==> src/sv/bsed_pkg.sv <==
// Shared types, character codes and limits for the backslash escape decoder.
`timescale 1ns / 1ps

package bsed_pkg;

    localparam int MAX_RESULTS         = 4;
    localparam int RES_IDX_W           = $clog2(MAX_RESULTS);
    localparam int RES_CNT_W           = $clog2(MAX_RESULTS + 1);
    localparam int QUEUE_DEPTH_DEFAULT = 2;

    localparam logic [7:0] CH_BACKSLASH = 8'h5C;
    localparam logic [7:0] CH_ZERO      = 8'h30;
    localparam logic [7:0] CH_SEVEN     = 8'h37;
    localparam logic [7:0] CH_NINE      = 8'h39;
    localparam logic [7:0] CH_LC_A      = 8'h61;
    localparam logic [7:0] CH_LC_B      = 8'h62;
    localparam logic [7:0] CH_LC_C      = 8'h63;
    localparam logic [7:0] CH_LC_E      = 8'h65;
    localparam logic [7:0] CH_LC_F      = 8'h66;
    localparam logic [7:0] CH_LC_N      = 8'h6E;
    localparam logic [7:0] CH_LC_R      = 8'h72;
    localparam logic [7:0] CH_LC_T      = 8'h74;
    localparam logic [7:0] CH_LC_U      = 8'h75;
    localparam logic [7:0] CH_LC_V      = 8'h76;
    localparam logic [7:0] CH_LC_X      = 8'h78;
    localparam logic [7:0] CH_UC_A      = 8'h41;
    localparam logic [7:0] CH_UC_E      = 8'h45;
    localparam logic [7:0] CH_UC_F      = 8'h46;
    localparam logic [7:0] CH_UC_U      = 8'h55;

    localparam logic [7:0] CODE_BEL = 8'h07;
    localparam logic [7:0] CODE_BS  = 8'h08;
    localparam logic [7:0] CODE_TAB = 8'h09;
    localparam logic [7:0] CODE_LF  = 8'h0A;
    localparam logic [7:0] CODE_VT  = 8'h0B;
    localparam logic [7:0] CODE_FF  = 8'h0C;
    localparam logic [7:0] CODE_CR  = 8'h0D;
    localparam logic [7:0] CODE_ESC = 8'h1B;

    localparam logic [31:0] CP_MAX_1BYTE   = 32'h0000_007F;
    localparam logic [31:0] CP_MAX_2BYTE   = 32'h0000_07FF;
    localparam logic [31:0] CP_MAX_3BYTE   = 32'h0000_FFFF;
    localparam logic [31:0] CP_MAX_4BYTE   = 32'h0010_FFFF;
    localparam logic [31:0] CP_SURR_FIRST  = 32'h0000_D800;
    localparam logic [31:0] CP_SURR_LAST   = 32'h0000_DFFF;

    localparam logic [7:0] UTF8_LEAD2 = 8'hC0;
    localparam logic [7:0] UTF8_LEAD3 = 8'hE0;
    localparam logic [7:0] UTF8_LEAD4 = 8'hF0;
    localparam logic [7:0] UTF8_CONT  = 8'h80;

    typedef enum logic [6:0] {
        PH_PLAIN = 7'b000_0001,
        PH_ESC   = 7'b000_0010,
        PH_HEX   = 7'b000_0100,
        PH_UNI4  = 7'b000_1000,
        PH_UNI8  = 7'b001_0000,
        PH_OCT   = 7'b010_0000,
        PH_STOP  = 7'b100_0000
    } phase_t;

    // All results caused by one request, in order.
    typedef struct packed {
        logic [MAX_RESULTS-1:0][7:0] data;
        logic [MAX_RESULTS-1:0]      stop;
        logic [RES_CNT_W-1:0]        count;
    } bundle_t;

endpackage

==> src/sv/bsed_front.sv <==
// Front part: accepts requests, runs the escape parser and builds result bundles.
`timescale 1ns / 1ps

module bsed_front (
    input  logic              clk,
    input  logic              rst_n,
    input  logic              cfg_we,
    input  logic              cfg_wdata,
    input  logic              in_valid,
    output logic              in_stall,
    input  logic [7:0]        in_byte,
    input  logic              end_of_string,
    input  logic              q_full,
    output logic              push,
    output bsed_pkg::bundle_t push_data
);

    bsed_pkg::phase_t phase_reg;
    logic [31:0]      acc_reg;
    logic [3:0]       cnt_reg;
    logic             b_mode_reg;

    bsed_pkg::phase_t phase_next;
    logic [31:0]      acc_next;
    logic [3:0]       cnt_next;
    bsed_pkg::bundle_t res;
    logic             accept;

    function automatic bsed_pkg::bundle_t add_result(bsed_pkg::bundle_t b, logic [7:0] d,
                                                     logic s);
        bsed_pkg::bundle_t r;
        r = b;
        if (r.count < bsed_pkg::RES_CNT_W'(bsed_pkg::MAX_RESULTS))
        begin
            r.data[r.count[bsed_pkg::RES_IDX_W-1:0]] = d;
            r.stop[r.count[bsed_pkg::RES_IDX_W-1:0]] = s;
            r.count = r.count + bsed_pkg::RES_CNT_W'(1);
        end
        return r;
    endfunction

    function automatic bsed_pkg::bundle_t add_utf8(bsed_pkg::bundle_t b, logic [31:0] cp);
        bsed_pkg::bundle_t r;
        r = b;
        if (cp <= bsed_pkg::CP_MAX_1BYTE)
        begin
            r = add_result(r, cp[7:0], 1'b0);
        end
        else if (cp <= bsed_pkg::CP_MAX_2BYTE)
        begin
            r = add_result(r, bsed_pkg::UTF8_LEAD2 | {3'b000, cp[10:6]}, 1'b0);
            r = add_result(r, bsed_pkg::UTF8_CONT | {2'b00, cp[5:0]}, 1'b0);
        end
        else if (cp <= bsed_pkg::CP_MAX_3BYTE)
        begin
            r = add_result(r, bsed_pkg::UTF8_LEAD3 | {4'b0000, cp[15:12]}, 1'b0);
            r = add_result(r, bsed_pkg::UTF8_CONT | {2'b00, cp[11:6]}, 1'b0);
            r = add_result(r, bsed_pkg::UTF8_CONT | {2'b00, cp[5:0]}, 1'b0);
        end
        else if (cp <= bsed_pkg::CP_MAX_4BYTE)
        begin
            r = add_result(r, bsed_pkg::UTF8_LEAD4 | {5'b00000, cp[20:18]}, 1'b0);
            r = add_result(r, bsed_pkg::UTF8_CONT | {2'b00, cp[17:12]}, 1'b0);
            r = add_result(r, bsed_pkg::UTF8_CONT | {2'b00, cp[11:6]}, 1'b0);
            r = add_result(r, bsed_pkg::UTF8_CONT | {2'b00, cp[5:0]}, 1'b0);
        end
        return r;
    endfunction

    function automatic bsed_pkg::bundle_t add_flush(bsed_pkg::bundle_t b, bsed_pkg::phase_t ph,
                                                    logic [31:0] acc, logic [3:0] cnt);
        bsed_pkg::bundle_t r;
        r = b;
        case (ph)
            bsed_pkg::PH_ESC:
            begin
                r = add_result(r, bsed_pkg::CH_BACKSLASH, 1'b0);
            end
            bsed_pkg::PH_HEX:
            begin
                r = add_result(r, (cnt == 4'd0) ? bsed_pkg::CH_LC_X : acc[7:0], 1'b0);
            end
            bsed_pkg::PH_UNI4:
            begin
                r = add_result(r, bsed_pkg::CH_BACKSLASH, 1'b0);
                r = add_result(r, bsed_pkg::CH_LC_U, 1'b0);
            end
            bsed_pkg::PH_UNI8:
            begin
                r = add_result(r, bsed_pkg::CH_BACKSLASH, 1'b0);
                r = add_result(r, bsed_pkg::CH_UC_U, 1'b0);
            end
            bsed_pkg::PH_OCT:
            begin
                r = add_result(r, acc[7:0], 1'b0);
            end
            default:
            begin
                r = b;
            end
        endcase
        return r;
    endfunction

    // Returns {is_hex, value}.
    function automatic logic [4:0] hex_nibble(logic [7:0] c);
        logic [4:0] v;
        v = 5'b0_0000;
        if (c inside {[bsed_pkg::CH_ZERO:bsed_pkg::CH_NINE]})
        begin
            v = {1'b1, c[3:0]};
        end
        else if (c inside {[bsed_pkg::CH_LC_A:bsed_pkg::CH_LC_F],
                           [bsed_pkg::CH_UC_A:bsed_pkg::CH_UC_F]})
        begin
            v = {1'b1, c[3:0] + 4'd9};
        end
        return v;
    endfunction

    always_comb
    begin
        logic       fresh;
        logic [4:0] hx;
        logic [3:0] want;
        phase_next = phase_reg;
        acc_next   = acc_reg;
        cnt_next   = cnt_reg;
        res        = '0;
        fresh      = 1'b0;
        hx         = hex_nibble(in_byte);
        want       = 4'd8;
        case (phase_reg)
            bsed_pkg::PH_STOP:
            begin
                fresh = 1'b0;
            end
            bsed_pkg::PH_ESC:
            begin
                phase_next = bsed_pkg::PH_PLAIN;
                acc_next   = '0;
                cnt_next   = '0;
                case (in_byte)
                    bsed_pkg::CH_LC_A: res = add_result(res, bsed_pkg::CODE_BEL, 1'b0);
                    bsed_pkg::CH_LC_B: res = add_result(res, bsed_pkg::CODE_BS, 1'b0);
                    bsed_pkg::CH_LC_C:
                    begin
                        res        = add_result(res, 8'h00, 1'b1);
                        phase_next = bsed_pkg::PH_STOP;
                    end
                    bsed_pkg::CH_LC_E,
                    bsed_pkg::CH_UC_E: res = add_result(res, bsed_pkg::CODE_ESC, 1'b0);
                    bsed_pkg::CH_LC_F: res = add_result(res, bsed_pkg::CODE_FF, 1'b0);
                    bsed_pkg::CH_LC_N: res = add_result(res, bsed_pkg::CODE_LF, 1'b0);
                    bsed_pkg::CH_LC_R: res = add_result(res, bsed_pkg::CODE_CR, 1'b0);
                    bsed_pkg::CH_LC_T: res = add_result(res, bsed_pkg::CODE_TAB, 1'b0);
                    bsed_pkg::CH_LC_V: res = add_result(res, bsed_pkg::CODE_VT, 1'b0);
                    bsed_pkg::CH_LC_X: phase_next = bsed_pkg::PH_HEX;
                    bsed_pkg::CH_LC_U: phase_next = bsed_pkg::PH_UNI4;
                    bsed_pkg::CH_UC_U: phase_next = bsed_pkg::PH_UNI8;
                    default:
                    begin
                        if ((in_byte inside {[bsed_pkg::CH_ZERO:bsed_pkg::CH_SEVEN]}) &&
                            (!b_mode_reg || (in_byte == bsed_pkg::CH_ZERO)))
                        begin
                            phase_next = bsed_pkg::PH_OCT;
                            if (!b_mode_reg)
                            begin
                                acc_next = {29'd0, in_byte[2:0]};
                                cnt_next = 4'd1;
                            end
                        end
                        else
                        begin
                            res = add_result(res, in_byte, 1'b0);
                        end
                    end
                endcase
            end
            bsed_pkg::PH_HEX,
            bsed_pkg::PH_UNI4,
            bsed_pkg::PH_UNI8:
            begin
                if (hx[4])
                begin
                    if (phase_reg == bsed_pkg::PH_HEX)
                    begin
                        want = 4'd2;
                    end
                    else if (phase_reg == bsed_pkg::PH_UNI4)
                    begin
                        want = 4'd4;
                    end
                    acc_next = {acc_reg[27:0], hx[3:0]};
                    cnt_next = cnt_reg + 4'd1;
                    if (cnt_next >= want)
                    begin
                        if (phase_reg == bsed_pkg::PH_HEX)
                        begin
                            res = add_result(res, acc_next[7:0], 1'b0);
                        end
                        else if ((acc_next >= bsed_pkg::CP_SURR_FIRST) &&
                                 (acc_next <= bsed_pkg::CP_SURR_LAST))
                        begin
                            res = add_result(res, bsed_pkg::CH_BACKSLASH, 1'b0);
                            res = add_result(res, (phase_reg == bsed_pkg::PH_UNI4) ?
                                             bsed_pkg::CH_LC_U : bsed_pkg::CH_UC_U, 1'b0);
                        end
                        else
                        begin
                            res = add_utf8(res, acc_next);
                        end
                        phase_next = bsed_pkg::PH_PLAIN;
                        acc_next   = '0;
                        cnt_next   = '0;
                    end
                end
                else
                begin
                    res        = add_flush(res, phase_reg, acc_reg, cnt_reg);
                    phase_next = bsed_pkg::PH_PLAIN;
                    acc_next   = '0;
                    cnt_next   = '0;
                    fresh      = 1'b1;
                end
            end
            bsed_pkg::PH_OCT:
            begin
                if (in_byte inside {[bsed_pkg::CH_ZERO:bsed_pkg::CH_SEVEN]})
                begin
                    acc_next = {acc_reg[28:0], in_byte[2:0]};
                    cnt_next = cnt_reg + 4'd1;
                    if (cnt_next >= 4'd3)
                    begin
                        res        = add_result(res, acc_next[7:0], 1'b0);
                        phase_next = bsed_pkg::PH_PLAIN;
                        acc_next   = '0;
                        cnt_next   = '0;
                    end
                end
                else
                begin
                    res        = add_flush(res, phase_reg, acc_reg, cnt_reg);
                    phase_next = bsed_pkg::PH_PLAIN;
                    acc_next   = '0;
                    cnt_next   = '0;
                    fresh      = 1'b1;
                end
            end
            default:
            begin
                phase_next = bsed_pkg::PH_PLAIN;
                acc_next   = '0;
                cnt_next   = '0;
                fresh      = 1'b1;
            end
        endcase

        if (fresh)
        begin
            if (in_byte == bsed_pkg::CH_BACKSLASH)
            begin
                phase_next = bsed_pkg::PH_ESC;
            end
            else
            begin
                res = add_result(res, in_byte, 1'b0);
            end
        end

        // The end of a string flushes whatever is pending and clears the parser.
        if (end_of_string)
        begin
            res        = add_flush(res, phase_next, acc_next, cnt_next);
            phase_next = bsed_pkg::PH_PLAIN;
            acc_next   = '0;
            cnt_next   = '0;
        end
    end

    assign in_stall  = q_full;
    assign accept    = in_valid && !in_stall;
    assign push      = accept && (res.count != '0);
    assign push_data = res;

    always_ff @(posedge clk or negedge rst_n)
    begin
        if (!rst_n)
        begin
            phase_reg  <= bsed_pkg::PH_PLAIN;
            acc_reg    <= '0;
            cnt_reg    <= '0;
            b_mode_reg <= 1'b0;
        end
        else
        begin
            if (cfg_we)
            begin
                b_mode_reg <= cfg_wdata;
            end
            if (accept)
            begin
                phase_reg <= phase_next;
                acc_reg   <= acc_next;
                cnt_reg   <= cnt_next;
            end
        end
    end

endmodule

==> src/sv/bsed_queue.sv <==
// Short queue of result bundles between the parser and the output serializer.
`timescale 1ns / 1ps

module bsed_queue #(
    parameter int DEPTH = bsed_pkg::QUEUE_DEPTH_DEFAULT
) (
    input  logic              clk,
    input  logic              rst_n,
    input  logic              push,
    input  bsed_pkg::bundle_t push_data,
    input  logic              pop,
    output bsed_pkg::bundle_t head,
    output logic              head_valid,
    output logic              full
);

    localparam int PTR_W = $clog2(DEPTH);
    localparam int CNT_W = $clog2(DEPTH + 1);

    bsed_pkg::bundle_t entries_reg [DEPTH];
    logic [PTR_W-1:0]  wr_ptr_reg;
    logic [PTR_W-1:0]  rd_ptr_reg;
    logic [CNT_W-1:0]  count_reg;

    logic [PTR_W-1:0]  wr_ptr_next;
    logic [PTR_W-1:0]  rd_ptr_next;
    logic [CNT_W-1:0]  count_next;

    assign head       = entries_reg[rd_ptr_reg];
    assign head_valid = (count_reg != '0);
    assign full       = (count_reg == CNT_W'(DEPTH));

    always_comb
    begin
        wr_ptr_next = wr_ptr_reg;
        rd_ptr_next = rd_ptr_reg;
        count_next  = count_reg;
        if (push)
        begin
            wr_ptr_next = (wr_ptr_reg == PTR_W'(DEPTH - 1)) ? '0 : wr_ptr_reg + PTR_W'(1);
        end
        if (pop)
        begin
            rd_ptr_next = (rd_ptr_reg == PTR_W'(DEPTH - 1)) ? '0 : rd_ptr_reg + PTR_W'(1);
        end
        if (push && !pop)
        begin
            count_next = count_reg + CNT_W'(1);
        end
        else if (pop && !push)
        begin
            count_next = count_reg - CNT_W'(1);
        end
    end

    always_ff @(posedge clk)
    begin
        if (push)
        begin
            entries_reg[wr_ptr_reg] <= push_data;
        end
    end

    always_ff @(posedge clk or negedge rst_n)
    begin
        if (!rst_n)
        begin
            wr_ptr_reg <= '0;
            rd_ptr_reg <= '0;
            count_reg  <= '0;
        end
        else
        begin
            wr_ptr_reg <= wr_ptr_next;
            rd_ptr_reg <= rd_ptr_next;
            count_reg  <= count_next;
        end
    end

endmodule

==> src/sv/bsed_back.sv <==
// Back part: hands out the results of the head bundle one per cycle while out_stall is low.
`timescale 1ns / 1ps

module bsed_back (
    input  logic              clk,
    input  logic              rst_n,
    input  bsed_pkg::bundle_t head,
    input  logic              head_valid,
    output logic              pop,
    output logic              out_valid,
    input  logic              out_stall,
    output logic [7:0]        out_byte,
    output logic              stop_marker,
    output logic              run_last
);

    logic [bsed_pkg::RES_IDX_W-1:0] idx_reg;
    logic [bsed_pkg::RES_IDX_W-1:0] idx_next;
    logic                           take;

    assign out_valid   = head_valid;
    assign out_byte    = head.data[idx_reg];
    assign stop_marker = head.stop[idx_reg];
    assign run_last    = (bsed_pkg::RES_CNT_W'(idx_reg) + bsed_pkg::RES_CNT_W'(1)) == head.count;
    assign take        = out_valid && !out_stall;
    assign pop         = take && run_last;

    always_comb
    begin
        idx_next = idx_reg;
        if (pop)
        begin
            idx_next = '0;
        end
        else if (take)
        begin
            idx_next = idx_reg + bsed_pkg::RES_IDX_W'(1);
        end
    end

    always_ff @(posedge clk or negedge rst_n)
    begin
        if (!rst_n)
        begin
            idx_reg <= '0;
        end
        else
        begin
            idx_reg <= idx_next;
        end
    end

endmodule

==> src/sv/backslash_escape_decoder.sv <==
// Top level: parser, bundle queue and output serializer of the backslash escape decoder.
// From an empty queue, a request's first result is offered in the cycle after acceptance.
// Throughput: one request per cycle while each gives at most one result and out_stall is low;
// a request with more results holds the output until its last is taken as the parser fills
// the QUEUE_DEPTH-bundle queue; once it is full every request stalls, even one with no result.
// Reset clears the parser to plain text, the %b mode bit to 0 and the queue to empty.
`timescale 1ns / 1ps

module backslash_escape_decoder #(
    parameter int QUEUE_DEPTH = bsed_pkg::QUEUE_DEPTH_DEFAULT
) (
    input  logic       clk,
    input  logic       rst_n,
    input  logic       cfg_we,
    input  logic       cfg_wdata,
    input  logic       in_valid,
    output logic       in_stall,
    input  logic [7:0] in_byte,
    input  logic       end_of_string,
    output logic       out_valid,
    input  logic       out_stall,
    output logic [7:0] out_byte,
    output logic       stop_marker,
    output logic       run_last
);

    bsed_pkg::bundle_t push_data;
    bsed_pkg::bundle_t head;
    logic              push;
    logic              pop;
    logic              head_valid;
    logic              q_full;

    bsed_front u_front (
        .clk           (clk),
        .rst_n         (rst_n),
        .cfg_we        (cfg_we),
        .cfg_wdata     (cfg_wdata),
        .in_valid      (in_valid),
        .in_stall      (in_stall),
        .in_byte       (in_byte),
        .end_of_string (end_of_string),
        .q_full        (q_full),
        .push          (push),
        .push_data     (push_data)
    );

    bsed_queue #(
        .DEPTH (QUEUE_DEPTH)
    ) u_queue (
        .clk        (clk),
        .rst_n      (rst_n),
        .push       (push),
        .push_data  (push_data),
        .pop        (pop),
        .head       (head),
        .head_valid (head_valid),
        .full       (q_full)
    );

    bsed_back u_back (
        .clk         (clk),
        .rst_n       (rst_n),
        .head        (head),
        .head_valid  (head_valid),
        .pop         (pop),
        .out_valid   (out_valid),
        .out_stall   (out_stall),
        .out_byte    (out_byte),
        .stop_marker (stop_marker),
        .run_last    (run_last)
    );

    // A full queue must also have a bundle to offer.
    a_full_has_head: assert property (@(posedge clk) disable iff (!rst_n)
        q_full |-> out_valid)
        else $error("queue full without a result at the output");

    // A request's results leave without a gap once the first one is taken.
    a_run_continues: assert property (@(posedge clk) disable iff (!rst_n)
        (out_valid && !out_stall && !run_last) |=> out_valid)
        else $error("result run broken before its last result");

    // A stop marker carries no byte.
    a_stop_zero: assert property (@(posedge clk) disable iff (!rst_n)
        (out_valid && stop_marker) |-> (out_byte == 8'h00))
        else $error("stop marker with a nonzero byte");

    // A request is only accepted while the queue has room for its bundle.
    a_no_overrun: assert property (@(posedge clk) disable iff (!rst_n)
        push |-> !q_full)
        else $error("bundle pushed into a full queue");

endmodule

==> config.mk <==
export PLATFORM = sky130hd
export DESIGN_NAME = backslash_escape_decoder
export DESIGN_NICKNAME = d
export VERILOG_FILES = /design/src/sv/bsed_pkg.sv /design/src/sv/bsed_front.sv /design/src/sv/bsed_queue.sv /design/src/sv/bsed_back.sv /design/src/sv/backslash_escape_decoder.sv
export SDC_FILE = /design/constraint.sdc
export NUM_CORES = 1
export LEC_CHECK = 0
export ABC_AREA = 0
export BUFFER_PORTS_ARGS = -buffer_cell sky130_fd_sc_hd__buf_2
export CAP_MARGIN = 20
export CELL_PAD_IN_SITES_DETAIL_PLACEMENT = 0
export CELL_PAD_IN_SITES_GLOBAL_PLACEMENT = 1
export CORE_MARGIN = 2
export CORE_UTILIZATION = 36
export DETAILED_ROUTE_END_ITERATION = 16
export GPL_ROUTABILITY_DRIVEN = 0
export PLACE_DENSITY_LB_ADDON = 0.1
export RECOVER_POWER = 100
export SLEW_MARGIN = 15
export SYNTH_ARGS = -nofsm -noshare
export SYNTH_HDL_FRONTEND = slang
export SYNTH_SLANG_ARGS = --single-unit
==> constraint.sdc <==
create_clock -name clk -period 8.2 [get_ports clk]
set_input_delay 1.64 -clock clk [delete_from_list [all_inputs] [get_ports clk]]
set_output_delay 1.64 -clock clk [all_outputs]
set_load 0.02 [all_outputs]
* After elaboration in Yosys (flattened, before gate mapping)
Memories as Yosys holds them, arrays and structs flattened. Index checks and enable logic that the tools add are counted.
Word-level totals: register bits after elaboration 46, memory bits (writable) 78, input bits 15, memories 1, word-level logic and storage cells 448, output and inout bits 12
Cells by class: reductions and logical operators 45, multiplexer cells 247, bitwise operators 41, $lt $le $gt $ge 55, add/subtract/negate cells 21, equal/unequal tests 29
Memory list:
- u_queue.entries_reg | words 2, width 39, read ports 1, clocked after memory_dff 0, write ports 1, line bsed_queue.sv:20 | bsed_pkg::bundle_t entries_reg [DEPTH];
Operators with widths (count):
- two-way mux 39 bit | 56
- two-way mux 8 bit | 51
- case mux 39 bit (10 select lines) | 1
- bitwise mux 32 bit | 10
- case mux 39 bit (3 select lines) | 2
- demux 8 bit (select 2 bit) | 13
- case mux 39 bit (5 select lines) | 1
- two-way mux 4 bit | 46
- two-way mux 28 bit | 5
- == test 8 x 7 -> 1 bit, second input constant | 14
- case mux 28 bit (4 select lines) | 1
- <= comparator 32 x 16 -> 1 bit, second input constant | 2
- inverter 4 bit | 13
- two-way mux 7 bit | 7
- inverter 16 bit | 3
- two-way mux 15 bit | 3
- < comparator 2 x 3 -> 1 bit, second input constant | 14
- adder 3 x 1 -> 3 bit, second input constant | 13
- < comparator 3 bit, second input constant | 13
- case mux 7 bit (5 select lines) | 1
- bitwise AND 16 bit | 2
- greater-or-equal comparator 32 x 16 -> 1 bit, second input constant | 1
- <= comparator 32 x 11 -> 1 bit, second input constant | 1
- <= comparator 32 x 21 -> 1 bit, second input constant | 1
- 56 further kinds | 164

* Longest topological paths before layout
Gate-level depths: netlist (run 1).
word-level depth 96, mapped depth 29, depth with buffers taken out 28

* Cells and area by module
Synthesis (run 1) repeated with hierarchy kept, for this count alone.
Second synthesis, totals: cells, all modules 939, area total of the unflattened synthesis 8862.2 sq um
By module, submodules not included:
- bsed_front | cells an instance 776, seq. area each 1002.2 sq um, area an instance 5474.0 sq um, instances 1
- bsed_queue | cells an instance 137, seq. area each 2442.3 sq um, area an instance 3015.4 sq um, instances 1
- bsed_back | cells an instance 26, seq. area each 50.0 sq um, area an instance 372.9 sq um, instances 1

* Worst setup path before layout (run 1)
Ideal clock, no wire load.
path kind input -> register, start point in in_byte[1], end point mem u_queue.entries_reg[0][0] in the netlist's numbering (enable), required time 7.774 ns, setup time 0.426 ns, cell stages on the path 22, setup slack 0.488 ns, path buffers 2, arrival time 7.286 ns, path through clkbuf_1 inv_1 ha_1 nor3b_1 or4_4 a31o_1 buf_6 a21oi_1 o2111a_1 and2_1 ha_1 mux2i_2 inv_1 ha_1 mux2i_1 ha_1 inv_1 a2111o_1 a32o_2 clkinv_2 nor2_2 a211oi_2
RTL lines:
- start, declared | line backslash_escape_decoder.sv:18 | input logic [7:0] in_byte,
- end, declared | line bsed_queue.sv:20

==> results.md, run 1 <==
Pwr:
- The power density over the cells is 214 nW/um^2.
- The final total power is approximately 2.1 mW.
- The worst-case IR drop observed on VDD is roughly 110 uV.
- The analysis attributes to cell leakage a power of 3.65 nW.

Synth:
- In this run, synthesis inferred approximately 70 flip-flops with an integrated enable.
- By area the synthesized netlist is led by sky130_fd_sc_hd__edfxtp_1 (25%), sky130_fd_sc_hd__dfrtp_1 (13%), sky130_fd_sc_hd__nand2_1 (5.2%).
- The area share of the largest cell type after synthesis is roughly a quarter.
- The mapped netlist covers 8660 um^2.
- In the post-synthesis netlist, the cell with the most instances is sky130_fd_sc_hd__nand2_1.
- When the netlist entered floorplanning its net count stood at 986.
- Summed over all instances, the cell type with the most area after synthesis is sky130_fd_sc_hd__edfxtp_1.
- The total number of yosys warnings is 0.
- The post-synthesis sequential element count is around 120.
- Ranked by instance count, the synthesized netlist is headed by sky130_fd_sc_hd__nand2_1 (120), sky130_fd_sc_hd__o21ai_0 (88), sky130_fd_sc_hd__edfxtp_1 (72).
- After technology mapping, the gate count stands at ~950.
- The fraction of registers with async set/reset is roughly 39%.
- In this run, distinct cell masters in the synthesized netlist total between 90 and 100.
- Sequential cells were found to cover 38.3% of the synthesized design area.
- The most frequently used flop master after synthesis is sky130_fd_sc_hd__edfxtp_1.
- The synthesized area divided by synthesized cell count is a little over 9 um^2.

Routing:
- For this block, the via count after detailed routing is approximately 8000.
- The detail-routed via count per cell is around 6.3.
- The first TritonRoute pass finished after 6 iterations.
- The number of DRC markers in iteration 0 is 954.
- In this run the remaining antenna-violating nets after routing total 0.
- The wire length per cell after detailed routing is 25.9 um.
- The aggregate routed wire length is about 33000 um.
- The number of DRC violations after detailed routing is 0.

Clock tree:
- The number of cells upsized or downsized after cts is 0.
- The number of CTS-inserted buffers is 17.
- Counting along the longest clock path gives a buffer depth of 2.
- The cell at the root of the clock tree is sky130_fd_sc_hd__clkbuf_16.
- CTS saw between 100 and 150 sinks.
- After clock tree synthesis, the clock-pin slew on the worst setup and hold paths is roughly 0.06 ns.
- TritonCTS built the clock tree.
- The count of hold buffers inserted by post-cts repair is 0.
- The maximum level of the CTS H-tree is 4.
- The insertion delay of the later-clocked pin in the worst-skew pair is 0.42 ns.
- Post-CTS timing repair inserted 0 buffers for setup.

Timing:
- The worst path meets setup with ~0.82 ns of slack.
- The total setup violations reported at the end of the flow is 0.
- The sum of negative setup slack is 0 ns.
- The worst-margin pin slew is between 2 and 3 ns.
- Between clock sinks in the finished design, the worst skew comes to 0.0164 ns.
- The relative slew slack is -83.7%.
- Setup repair after global routing left no endpoint under its margin.
- The hold violation count in the final report was 0.
- The achievable frequency is about 140 MHz.
- Subtracting the final worst setup slack from the clock period gives 7.38 ns.
- After layout, the worst path uses between 90% and 100% of the clock period.
- The max-slew violation count is between 80 and 90.

Worst hold path:
- The worst hold path terminates at u_queue.rd_ptr_reg$_DFFE_PN0P_.
- The path class of the tightest hold or removal check is flop to flop.
- The startpoint identified for the worst hold timing path is u_queue.rd_ptr_reg$_DFFE_PN0P_.
- The count of cells along the worst hold path is 1.

Layout:
- Compared with the post-synthesis result, the final layout area differs by 12.1%.
- The sequential cells in the finished layout cover a total of between 3000 and 4000 um^2.
- The filler cells instantiated in the layout total between 2000 and 2500.
- The number of non-filler instances in the completed layout is 1286.
- The final layout contains ~990 nets.
- Summing all multi-input logic gate instances after layout gives approximately 5000 um^2.
- In the final layout, the share of cells above drive strength 1 is between 10 and 15%.
- The flip-flop count of the largest register, all copies and words added is 72.
- The repair_antennas step left the layout with diodes totalling 0.

Critical path:
- At the worst endpoint, the arrival time is roughly 7.4 ns.
- The worst register-to-register path has a setup slack of roughly 1.4 ns.
- The kind of critical path is input pin to flop.
- The capture point of the worst reg-to-reg path is u_queue.entries_reg[0][13]$_DFFE_PP_.
- STA puts the critical path data required time at between 8 and 9 ns.
- STA classifies the critical path endpoint as a flop.
- The launch point of the worst reg-to-reg path is u_front.phase_reg[1]$_DFFE_PN0P_.
- The worst-path maximum fanout is 36.
- The worst setup path is launched from an input pin.
- The worst register-to-register path has a depth of 23.

Flow run:
- The reported max-cap violation count is 2.

GRT:
- The remaining global-route overflow is 0.
- Entering global routing, the biggest net connects 47 pins.
- The number of global-route vias before repair was just under 8000.
- The first global-routing pass estimated ~50000 um of wire.
- In the global route stage, overall resource usage came out at a little over a quarter.
- The initial antenna violation count was 0.

Floorplanning:
- In this run the count of I/O pins placed on the die edge is 27.
- The floorplan step set the die height to 159 um.
- The initial core utilization is ~37%.
- The area of the core is 23500 um^2.
- In this run the core area contains 56 standard-cell rows.
- The die covers between 20000 and 30000 um^2.
- The die width is approximately 160 um.

Placed design:
- Including well taps, the total number of placed cells is 1254.
- The count of buffers from port buffering is 26.
- Before CTS, the worst setup slack after placement is about 0.76 ns.
- The detailed placement HPWL is roughly 25000 um.

Run status:
- The run finished, with violations left.
- The checks that failed: max-capacitance violations, max-slew violations.
==> power by group <==
group / switching [mW] / leakage, nW / internal [mW]
sequential: 0.0600 / 1.31 / 0.742
clock: 0.293 / 0.304 / 0.477
combinational: 0.295 / 2.04 / 0.213
==> stage by stage <==
step / utilization [%] / hold WS (ns) / area, um^2
CTS: 41.4 / 0.477 / 9750
detailed placement: 38.8 / 0.464 / 9140
global placement: 38.8 / 0.464 / 9140
global route: 41.2 / 0.503 / 9710
finish: 41.2 / 0.472 / 9710
floorplan: - / 0.450 / 8660
==> logic make-up after synthesis <==
group | share of synthesized area, %
AOI/OAI and AO/OA | 28.0
muxes | 6.77
and+or+nand+nor | 17.2
buffers and inverters | 4.67
adders and majority gates | 3.47
xor gates and xnor gates | 1.52
DFF | 38.3
==> per-layer routing <==
metal  routed length [um]  GRT usage (%)  part of all wire, %
met2                14900           40.8                   45
met4                 1390           11.4                  4.2
met1                14500           35.5                   44
met3                 2430           5.11                  7.3
met5                    0              0                    0
==> worst max path at each step <==
stage | from | slack [ns] | endpoint
final | in_byte[0] | 0.82 | u_queue.entries_reg[0][13]$_DFFE_PP_
after global routing | in_byte[0] | 0.50 | u_queue.entries_reg[0][13]$_DFFE_PP_
after CTS | in_byte[0] | 1.18 | u_queue.entries_reg[1][33]$_DFFE_PP_
after detailed placement | in_byte[0] | 0.76 | u_queue.entries_reg[1][16]$_DFFE_PP_
after global placement | in_byte[0] | 0.85 | u_queue.entries_reg[0][16]$_DFFE_PP_
after floorplan | in_byte[1] | 0.49 | u_queue.entries_reg[0][0]$_DFFE_PP_
==> critical path: stages <==
cell	delay, ns
sky130_fd_sc_hd__buf_2	0.26
sky130_fd_sc_hd__inv_1	0.17
sky130_fd_sc_hd__ha_1	0.29
sky130_fd_sc_hd__nor3b_1	0.15
sky130_fd_sc_hd__or4_1	0.48
sky130_fd_sc_hd__a31o_1	0.39
sky130_fd_sc_hd__a21oi_1	0.33
sky130_fd_sc_hd__o2111a_1	0.27
sky130_fd_sc_hd__and2_0	0.23
sky130_fd_sc_hd__ha_1	0.26
sky130_fd_sc_hd__mux2i_1	0.41
sky130_fd_sc_hd__inv_1	0.14
sky130_fd_sc_hd__ha_1	0.33
sky130_fd_sc_hd__mux2i_1	0.28
sky130_fd_sc_hd__ha_1	0.19
sky130_fd_sc_hd__inv_1	0.04
sky130_fd_sc_hd__a2111o_1	0.34
sky130_fd_sc_hd__a32o_1	0.29
sky130_fd_sc_hd__clkinvlp_2	0.11
sky130_fd_sc_hd__nor2_1	0.13
sky130_fd_sc_hd__a211oi_4	0.24
sky130_fd_sc_hd__buf_4	0.43
==> layout by cell type, fill, tap and decap left out, types with 22 or more instances in the layout <==
cell                       synthesis  layout
sky130_fd_sc_hd__inv_1            33      33
sky130_fd_sc_hd__a21oi_1          50      50
sky130_fd_sc_hd__edfxtp_1         72      72
sky130_fd_sc_hd__nor3_1           23      22
sky130_fd_sc_hd__ha_1             24      24
sky130_fd_sc_hd__o21ai_0          88      89
sky130_fd_sc_hd__nand3_1          28      28
sky130_fd_sc_hd__nand2_1         120     120
sky130_fd_sc_hd__nor2_1           62      63
sky130_fd_sc_hd__a22oi_1          43      43
sky130_fd_sc_hd__buf_4             0      24
sky130_fd_sc_hd__dfrtp_1          45      45
==> cell type report <==
| type | count | share of cell area, % |
|---|---|---|
| Clock buffer | 19 | 4.78 |
| Clock inverter | 13 | 1.48 |
| Inverter | 35 | 1.37 |
| Multi-Input combinational cell | 729 | 51.0 |
| Sequential cell | 118 | 34.1 |
| Tap cell | 319 | 4.11 |
| Timing Repair Buffer | 53 | 3.16 |
Power figures use the tool's default switching activity.
==> run 2, diff against run 1 <==
--- a/config.mk
+++ b/config.mk
@@ -10,8 +10,10 @@
 export CAP_MARGIN = 20
 export CELL_PAD_IN_SITES_DETAIL_PLACEMENT = 0
 export CELL_PAD_IN_SITES_GLOBAL_PLACEMENT = 1
+export CORE_ASPECT_RATIO = 0.8
 export CORE_MARGIN = 2
 export CORE_UTILIZATION = 36
+export CTS_BUF_LIST = sky130_fd_sc_hd__clkbuf_4
 export DETAILED_ROUTE_END_ITERATION = 16
 export GPL_ROUTABILITY_DRIVEN = 0
 export PLACE_DENSITY_LB_ADDON = 0.1
==> run 2 against run 1 <==
  * The run still ends with max-capacitance violations, max-slew violations left
  * Via count increased by 0.37%
  * Clock skew increased by 0.026 ns
  * Register-to-register slack improved by 0.13 ns
  * Clock power decreased by 43%
  * Cell area decreased by 3.6%
  * Count of clock-buffer cells in the layout decreased by 2
  * Die area about the same
  * Fmax increased by 0.63%
  * Power decreased by 16%
  * Hold slack improved by 0.021 ns
  * Sequential share of layout area increased by 1.3 points
  * Critical endpoint is now u_queue.entries_reg[0][11]$_DFFE_PP_
  * Largest cell class unchanged
==> results.md, run 2 (synthesis gave the netlist of run 1 again) <==
Timing:
- The sum of negative setup slack came to 0 ns (unchanged).
- The max-slew violation count was 99 (+22%).
- The final period utilization is 89.5% (-0.56 points).
- The time the final worst path needs with I/O delays and setup came to 7.34 ns (-0.0461 ns).
- Setup repair after global routing left no endpoint under its margin.
- The clock skew after layout was 0.0420 ns (+0.0256 ns).
- The hold violation count in the final report is 0 (unchanged).
- The worst-case hold slack came to 0.494 ns (+0.0212 ns).
- The relative slew slack came to -72.5% (+11 points).
- The achievable frequency is 136 MHz (+0.63%).
- The total setup violations reported at the end of the flow came to 0 (unchanged).
- The worst-margin pin slew is 2.59 ns (-0.167 ns).
- The final worst setup slack is 0.862 ns (+0.0461 ns).

Critical path:
- The largest individual stage delay along the critical path comes from the cell sky130_fd_sc_hd__clkbuf_1.
- The worst register-to-register path begins at u_front.phase_reg[1]$_DFFE_PN0P_.
- The number of cells traversed by the worst register-to-register path is 25 (+8.7%).
- The startpoint type of the worst setup path is an input pin.
- The worst-path maximum fanout came to 36 (unchanged).
- In this design, the critical path's most frequently occurring cell is sky130_fd_sc_hd__ha_1.
- The slack of the worst reg-to-reg path is 1.54 ns (+0.13 ns).
- The longest individual stage delay on the worst path came to 0.48 ns (about the same).
- The signal on the critical path passes through clkbuf_1 > inv_1 > ha_1 > nor3b_1 > or4_1 > a31oi_1 > clkbuf_1 > o2111ai_1 > o2111a_1 > and2_0 > ha_1 > mux2i_2 > inv_1 > ha_1 > mux2i_1 > ha_1 > inv_1 > a2111o_1 > a32o_1 > clkinv_2 > nor2_2 > a211oi_4 > buf_4.
- The worst register-to-register path ends at u_queue.entries_reg[0][11]$_DFFE_PP_.
- The worst endpoint data arrival time came to 7.52 ns (+0.08 ns).
- By startpoint and endpoint, the worst setup path is classified as input pin to flop.
- The required time at the worst-slack endpoint was 8.38 ns (+0.13 ns).
- The kind of end point of the critical path is a flop.

Pwr:
- The internal power of the cells is 1.14 mW (-21%).
- The static leakage came to 3.50 nW (-4.0%).
- The worst vdd rail ir drop is 195 uV (+76%).
- The power density over the cells is 187 nW/um^2 (-13%).
- The switching component of the power is 617 uW (-4.7%).
- The final total power is 1.75 mW (-16%).
- The switching share of power is 35.2% (+4.1 points).
- The clock network power share was 25.1% (-12 points).
- The combinational cell fraction of total power is 28.9% (+4.5 points).
- The part of the total power dissipated in sequential elements is 45.9% (+7.3 points).

Clock tree:
- The post-CTS setup repair buffer count is 0 (unchanged).
- The count of hold buffers inserted by post-cts repair is 0 (unchanged).
- The clock edge transition at the registers on the reported setup and hold paths came to 0.12 ns (+0.06 ns).
- The cell at the root of the clock tree is sky130_fd_sc_hd__clkbuf_4.
- The maximum buffer depth of the clock tree is 2 (unchanged).
- The maximum level of the CTS H-tree came to 4 (unchanged).
- The number of CTS-inserted buffers came to 17 (unchanged).
- The clock tree from TritonCTS is yes.
- The number of cells upsized or downsized after cts is 0 (unchanged).
- The insertion delay of the later-clocked pin in the worst-skew pair is 0.57 ns (+0.15 ns).
- The number of clock sinks is 118 (unchanged).

GRT:
- The routing layer with the top usage in global route is met1.
- The global-route track usage on met2 was 36.3% (-4.5 points).
- The remaining global-route overflow was 0 (unchanged).
- The met3 routing resource usage after global routing is 8.12% (+3.0 points).
- The global-route track usage on met1 is 39.3% (+3.7 points).
- The largest net degree at the start of global routing was 47 (unchanged).
- The number of global-route vias before repair was 7770 (-0.77%).
- The initial antenna violation count was 1 (+1).
- The overall track demand over capacity in global routing was 26.3% (+0.15 points).
- The wire length of the first global-routing pass is 49300 um (-2.3%).

Layout:
- The number of non-filler instances in the completed layout came to 1279 (-0.54%).
- The area taken by flip-flops and latches was 3310 um^2 (unchanged).
- The layout net count is 992 (-0.10%).
- Compared with the post-synthesis result, the final layout area differs by 8.15%.
- The flip-flop count of the largest register, all copies and words added came to 72 (unchanged).
- The final instance area is 9360 um^2 (-3.6%).
- The top cell types in the final layout, fill and taps aside, are sky130_fd_sc_hd__nand2_1 (120), sky130_fd_sc_hd__o21ai_0 (89), sky130_fd_sc_hd__edfxtp_1 (72).
- The ratio of cells with drive above 1 in the final layout was 12.2% (-0.19 points).
- The number of fillers in the final layout is 2446 (+2.0%).
- The multi-input gate area in the final layout is 4950 um^2 (unchanged).
- The fraction of the core area covered by cells at the end of the flow came to 39.8% (-1.4 points).
- Leaving out fill and tap cells, the most frequent cell in the layout is sky130_fd_sc_hd__nand2_1.

Worst hold path:
- The count of cells along the worst hold path came to 1 (unchanged).
- The path type of the worst min-delay path is flop to flop.
- The start point of the worst hold path is u_queue.count_reg[1]$_DFFE_PN0P_.
- The worst hold path terminates at u_queue.count_reg[1]$_DFFE_PN0P_.

Routing:
- The final antenna-violating net count is 0 (unchanged).
- The wire length per cell after detailed routing is 25.5 um (-1.5%).
- The number of DRC violations after detailed routing is 0 (unchanged).
- The via total after detailed routing is 8118 (+0.37%).
- The number of DRC markers in iteration 0 was 1022 (+7.1%).
- The aggregate routed wire length came to 32600 um (-2.0%).
- The detail-routed via count per cell was 6.35 (+0.92%).
- The count of TritonRoute iterations in the first routing pass is 6 (unchanged).

Floorplanning:
- The die width is 177 um (+12%).
- The full die area is 25300 um^2 (about the same).
- The number of cell rows is 50 (-11%).
- The height of the die is 143 um (-10%).
- The number of ports placed on the die boundary was 27 (unchanged).
- The initial core utilization was 36.8% (about the same).
- The area of the core is 23500 um^2 (about the same).

Placed design:
- The worst-case setup slack after placement is 0.744 ns (-0.0141 ns).
- The detailed placement HPWL was 24400 um (-1.2%).
- The count of buffers from port buffering is 26 (unchanged).
- The area after detailed placement is 9130 um^2 (-0.11%).
- The cell count after placement came to 1246 (-0.64%).

Run status:
- The final reports fail on max-capacitance violations, max-slew violations.
- The flow ran to the end, but the final reports show violations.

Flow run:
- The reported max-cap violation count is 3 (+1).
[run 2: changes by cell type in the layout (fill, tap and decap cells not counted), sizes merged]
cell    before  now
buf         38   36
clkinv       7   10
inv         38   37
diode        0    1
clkbuf      34   33
[run 2: how the worst max path moves through the flow]
stage,from,cells after the start,to,slack [ns]
floorplan,in_byte[1],22,u_queue.entries_reg[0][0]$_DFFE_PP_,0.49
global placement,in_byte[0],22,u_queue.entries_reg[1][8]$_DFFE_PP_,0.89
detailed placement,in_byte[0],22,u_queue.entries_reg[0][24]$_DFFE_PP_,0.74
CTS,in_byte[0],22,u_queue.entries_reg[0][35]$_DFFE_PP_,1.33
global route,in_byte[1],23,u_queue.entries_reg[0][19]$_DFFE_PP_,0.46
finish,in_byte[1],23,u_queue.entries_reg[0][11]$_DFFE_PP_,0.86
[run 2: metal layers]
metal	vias to the layer above	wire (um)
met2	455	13000
met3	54	3800
met5	-	0
li1	3653	-
met4	0	700
met1	3956	15100
[run 2: area by class of cell]
| type | count | area share [%] |
|---|---|---|
| clock inverters | 15 | 1.63 |
| repair buffers | 52 | 3.15 |
| inverters | 35 | 1.42 |
| diodes | 1 | 0.0267 |
| clock buffers | 17 | 1.36 |
| flip-flops and latches | 118 | 35.4 |
| well taps | 312 | 4.17 |
| multi-input cells | 729 | 52.8 |
[run 2: power by group through the flow]
stage | Clock (mW) | Sequential, mW | Combinational, mW
detailed placement | 0 | 0.822 | 0.527
global placement | 0 | 0.820 | 0.527
finish | 0.441 | 0.805 | 0.507
CTS | 0.457 | 0.809 | 0.529
floorplan | 0 | 0.779 | 0.411
global route | 0.479 | 0.819 | 0.562
[run 2: critical path: cells and delay by family]
family | cells | cell delay (ns)
compound gates | 6 | 1.43
fa+ha+maj | 4 | 1.25
buf+inv | 7 | 1.78
mux | 2 | 0.46
simple gates | 4 | 0.91
